[config.mk]
export PLATFORM = sky130hd
export DESIGN_NAME = vssp_cell
export DESIGN_NICKNAME = d
export VERILOG_FILES = /design/src/hdl/vssp_pkg.sv /design/src/hdl/vssp_cell.sv
export SDC_FILE = /design/constraint.sdc
export NUM_CORES = 1
export LEC_CHECK = 0
export BUFFER_PORTS_ARGS = -buffer_cell sky130_fd_sc_hd__buf_2
export CORE_UTILIZATION = 42
export DETAILED_ROUTE_END_ITERATION = 16
export GPL_TIMING_DRIVEN = 1
export PLACE_DENSITY = 0.85
export SYNTH_ARGS = -nofsm -noshare
export SYNTH_HDL_FRONTEND = slang
export SYNTH_SLANG_ARGS = --single-unit
[constraint.sdc]
create_clock -name clk -period 3.6 [get_ports clk]
set_clock_uncertainty 0.15 [all_clocks]
set_input_delay 0.36 -clock clk [delete_from_list [all_inputs] [get_ports clk]]
set_output_delay 0.36 -clock clk [all_outputs]
set_load 0.03 [all_outputs]
[src/hdl/vssp_pkg.sv]
// Package for the vertex store with support-point query.
// Holds the function and status codes, the register widths and the control structs.
// Depends on nothing; the cell, evaluation, top-level and testbench files import it.
package vssp_pkg;

    // Width and reset value of the vertex limit register.
    localparam int LIMIT_W = 9;
    localparam logic [LIMIT_W-1:0] LIMIT_RESET = 9'd256;

    // Width of the vertex index field of a result.
    localparam int INDEX_W = 8;

    // Function codes of a command.
    typedef enum logic [1:0] {
        FUNC_ADD      = 2'd0,
        FUNC_ADD_FIND = 2'd1,
        FUNC_QUERY    = 2'd2,
        FUNC_CLEAR    = 2'd3
    } func_t;

    // Status codes of a result.
    typedef enum logic [1:0] {
        STATUS_OK    = 2'd0,
        STATUS_FULL  = 2'd1,
        STATUS_EMPTY = 2'd2
    } status_t;

    // Control of one storage cell: rotate the ring or load a new point.
    typedef struct packed {
        logic shift;
        logic load;
    } cell_ctrl_t;

    // Control of the evaluation pipeline: start a new scan, present a live entry.
    typedef struct packed {
        logic start;
        logic issue;
    } scan_ctrl_t;

endpackage

[src/hdl/vssp_cell.sv]
// One storage cell of the vertex ring: holds a single packed point {x, y, z}.
// It either takes its neighbor's point (ring rotation), loads a new point, or holds.
// Depends on vssp_pkg for the cell control struct.
module vssp_cell #(
    parameter int PT_W = 72
) (
    input  logic                   clk,
    input  vssp_pkg::cell_ctrl_t   ctrl,
    input  logic [PT_W-1:0]        nbr,
    input  logic [PT_W-1:0]        wdata,
    output logic [PT_W-1:0]        q
);
    import vssp_pkg::*;

    logic [PT_W-1:0] pt_reg;
    logic [PT_W-1:0] pt_next;

    // Rotation wins over a load; the controller never asks for both.
    always_comb
    begin
        pt_next = pt_reg;
        if (ctrl.shift)
        begin
            pt_next = nbr;
        end
        else if (ctrl.load)
        begin
            pt_next = wdata;
        end
    end

    // Point storage; its contents are undefined until written.
    always_ff @(posedge clk)
    begin
        pt_reg <= pt_next;
    end

    assign q = pt_reg;

endmodule

---- After elaboration in Yosys (flattened, before gate mapping) ----
Cells that the tools add are included.
word-level totals
  bits in latches ......................... 0
  register bits after elaboration ......... 72
  bits in writable memories ............... 0
  input port bits ......................... 147
  memories kept ........................... 0
  word-level logic and storage cells ...... 4
  output and inout bits ................... 72
  bits in read-only memories .............. 0
cells by class
  reductions and logical operators ........ 1
  $mul .................................... 0
  shifts and indexed selects .............. 0
  $lt $le $gt $ge ......................... 0
  add/sub/neg operators ................... 0
  bitwise gates (word level) .............. 0
  eq/ne operators ......................... 0
  muxes and demuxes ....................... 2
  divide/modulo/power cells ............... 0
operators with widths
  operator            number
  72-bit 2-to-1 mux   2
  2-bit nonzero test  1

---- Depth between registers and ports, before layout ----
  depth after elaboration ................. 2
  depth in mapped cells ................... 3
  gate-level depth less buffers ........... 1

---- Least setup slack after synthesis ----
Ideal clock, no wire load.
  path type ............................... input -> register
  start ................................... input port ctrl[1] (netlist bit)
  end ..................................... register pt_reg[0] (netlist: q[0]), enable pin
  arrival ................................. 2.310 ns
  setup slack ............................. 0.706 ns
  path buffers ............................ 2
  cell stages on the path ................. 3
  data required time ...................... 3.016 ns
  setup time .............................. 0.434 ns
  path through ............................ buf_6 > buf_12 > or2_1
on the way
  longest elaborated chain between the ends .. 1
RTL lines
  what                                 RTL line         source
  from (decl)                          vssp_cell.sv:8   input vssp_pkg::cell_ctrl_t ctrl,
  2-bit nonzero test (no source line)  n/a
  to (signal assigned)                 vssp_cell.sv:35  pt_reg <= pt_next;
  to (decl)                            vssp_cell.sv:15  logic [PT_W-1:0] pt_reg;
No other way between the ends.
A chain may end at the register's enable or synchronous reset.

---- Final worst setup path ----
  start ................................... register pt_reg[24] (netlist: q[24])
  end ..................................... output port q[24]
RTL lines
  what       RTL line         source
  to (decl)  vssp_cell.sv:11  output logic [PT_W-1:0] q
No word-level cell between the ends.

==> summary.md <==
| Metric | Value |
|---|---|
| Peak supply drop | `0.0002233 V` |
| Effective utilization at floorplan | `0.4364` |
| Largest family of logic cells by synthesized area | `multiplexers` |
| Post-DRT Antenna Nets | `0` |
| Class of the most critical setup path | `reg2out` |
| Number of fill cells | `610` |
| Mean routed wirelength per cell | `15.04 um` |
| Critical-path top delay cell | `sky130_fd_sc_hd__edfxtp_1` |
| Vias in the first global route | `2,303` |
| Gates resized, CTS repair | `0` |
| Cell type with the largest total area after synthesis | `sky130_fd_sc_hd__edfxtp_1` |
| Cell row count | `32` |
| Number of endpoints failing setup at the final stage | `0` |
| Dominant delay contributor by cell family on the critical path | `flip-flops` |
| Number of distinct library cell variants in the gate-level netlist after synthesis | `6` |
| Post-Route Setup TNS | `0 ns` |
| Max Freq | `679.4 MHz` |
| #FFs+latches synth | `72` |
| Clock-pin slew on the worst setup and hold paths | `0.08 ns` |
| Die Ht | `91.84 um` |
| Power Density | `491.3 nW/um^2` |
| Required time of the critical path | `3.09 ns` |
| Leakage power summed over all cells | `2.298 nW` |
| Die outline width | `91.84 um` |
| Count of boundary I/O pins | `219` |
| Net count, final | `523` |
| Worst slack at placement | `1.803 ns` |
| Yosys warns | `0` |
| Number of H-tree levels | `3` |
| Proportion of layout cells with a drive suffix above 1 | `0.8058` |
| Total iterations of the first detailed-routing run | `4` |
| Area overhead of the layout relative to synthesis | `38.98%` |
| Total vias in the final route | `2,214` |
| Buffer and inverter count on the worst path | `1` |
| Clock tree root driver cell | `sky130_fd_sc_hd__clkbuf_8` |
| Worst Setup Slack, final | `2.128 ns` |
| Die area | `8434 um^2` |
| Area fraction in compound gates after synthesis | `0` |
| Post-synthesis adder-cell area fraction | `0` |
| Diode count | `0` |
| Total congestion overflow after global routing | `0` |
| Gp weighted congestion | `0.7334` |
| Via density | `4.584` |
| Final Hold Violating Endpoints | `0` |
| Placed wire-length estimate after detailed placement | `5.499 mm` |
| Count of buffers inserted at the top-level ports | `218` |
| Max-Slew Margin vs Limit | `0.3511` |
| TritonCTS clock tree | `yes` |
| Top cells by area, synth | `sky130_fd_sc_hd__edfxtp_1 64%, sky130_fd_sc_hd__mux2_4 31%, sky130_fd_sc_hd__buf_12 4.1%` |
| Max-slew violation count | `0` |
| Number of antenna violations at the first check in global routing | `0` |
| Num CTS Buffers | `9` |
| Crit path largest cell delay | `0.42 ns` |
| GRT Util Overall | `0.1756` |
| Cell count after synthesis | `153` |
| Outcome | `completed` |
| Critical path startpoint category | `register` |
| Maximum number of pins on one net before global-route repair | `73` |
| Top FF cell, synth | `sky130_fd_sc_hd__edfxtp_1` |
| Post-synthesis mux area share | `0.3156` |
| DRC violation count after routing | `0` |
| Path category of the worst min-delay check | `in2reg` |
| Setup repair after global routing missed its margin | `no` |
| Synth Net Count | `300` |
| Top cells by instance count after synthesis | `72 x sky130_fd_sc_hd__edfxtp_1, 69 x sky130_fd_sc_hd__mux2_4, 7 x sky130_fd_sc_hd__buf_12` |
| Crit share post-route | `0.4088` |
| Maxcap violations | `0` |
| Data arrival time at the worst-slack endpoint | `0.96 ns` |
| Post-synthesis share of cell area spent on and, or, nand and nor gates | `0.001846` |
| Final critical-path required period | `1.472 ns` |
| Post-synthesis async set-or-reset flop share | `0` |
| Routed wire length | `7.266 mm` |
| Synth top area share | `0.6379` |
| Tightest Pin Transition | `0.9733 ns` |
| Share of synthesized area occupied by flip-flops and latches | `0.6379` |
| Maximum number of buffers from clock root to sink | `2` |
| Count of routing violations after the opening detailed-route iteration | `62` |
| Count of hold buffers inserted by post-cts repair | `0` |
| Per-instance average area after synthesis | `22.15 um^2` |
| Kind of end point of the critical path | `output pin` |
| Highest net fanout along the worst path | `1` |
| Floorplan core area | `7767 um^2` |
| Total setup buffers inserted after CTS | `0` |
| Most common cell in the netlist | `sky130_fd_sc_hd__edfxtp_1` |
| Wire length of the first global-routing pass | `10.99 mm` |
| Netlist area before placement | `3390 um^2` |
| Xor/xnor share of the synthesized area | `0` |
| Cell chain of the critical path | `buf_2` |
| Total number of clock tree sinks | `72` |
| Flip-flop count of the largest register after layout | `72` |
| Number of enable-type register cells in the synthesized netlist | `72` |
## stage by stage
| step | power [mW] | cell area (um^2) | instances | hold slack, ns | utilization |
|---|---|---|---|---|---|
| after floorplan | 1.416 | 3390 | 153 | 0.4275 | - |
| after global placement | 1.568 | 4477 | 467 | 0.5107 | 0.5764 |
| after detailed placement | 1.583 | 4477 | 467 | 0.5133 | 0.5764 |
| after CTS | 2.336 | 4711 | 483 | 0.1392 | 0.6065 |
| after global routing | 2.391 | 4711 | 483 | 0.1436 | 0.6065 |
| final | 2.314 | 4711 | 483 | 0.1603 | 0.6065 |
## final cells by class
cell class | instances | area [um^2] | share of cell area
sequential | 72 | 2162 | 0.4590
timing repair buffer | 220 | 1109 | 0.2353
multi-input combinational | 73 | 1079 | 0.2289
tap | 102 | 127.6 | 0.02709
clock buffer | 9 | 123.9 | 0.02629
clock inverter | 7 | 110.1 | 0.02337
## kinds of logic (layout without fill, tap and decap cells)
group / after synthesis / count (layout)
and+or+nand+nor: 1 / 1
buffers and inverters: 8 / 236
muxes: 72 / 72
DFF: 72 / 72
## routing by layer
layer,global-route usage,share of wire
met5,0,0
met4,0.08984,0.021
met3,0.04809,0.083
met2,0.3221,0.54
met1,0.1828,0.36
## cell usage in the layout, fill, tap and decap left out, drive strengths merged
cell / instances
bufinv: 3
mux2: 72
clkbuf: 9
or2: 1
clkinvlp: 1
clkinv: 3
buf: 220
edfxtp: 72
## report_power, final
| part | internal, mW | total [mW] | switching, mW |
|---|---|---|---|
| registers | 1.03 | 1.05 | 0.0209 |
| clock network | 0.455 | 0.755 | 0.301 |
| logic | 0.210 | 0.509 | 0.299 |
## worst paths after layout
check / startpoint / end / cells after the start
max: q[24] / q[24] / 1
min: wdata[45] / q[45] / 2
No activity file was read; power rests on OpenSTA's default activity.
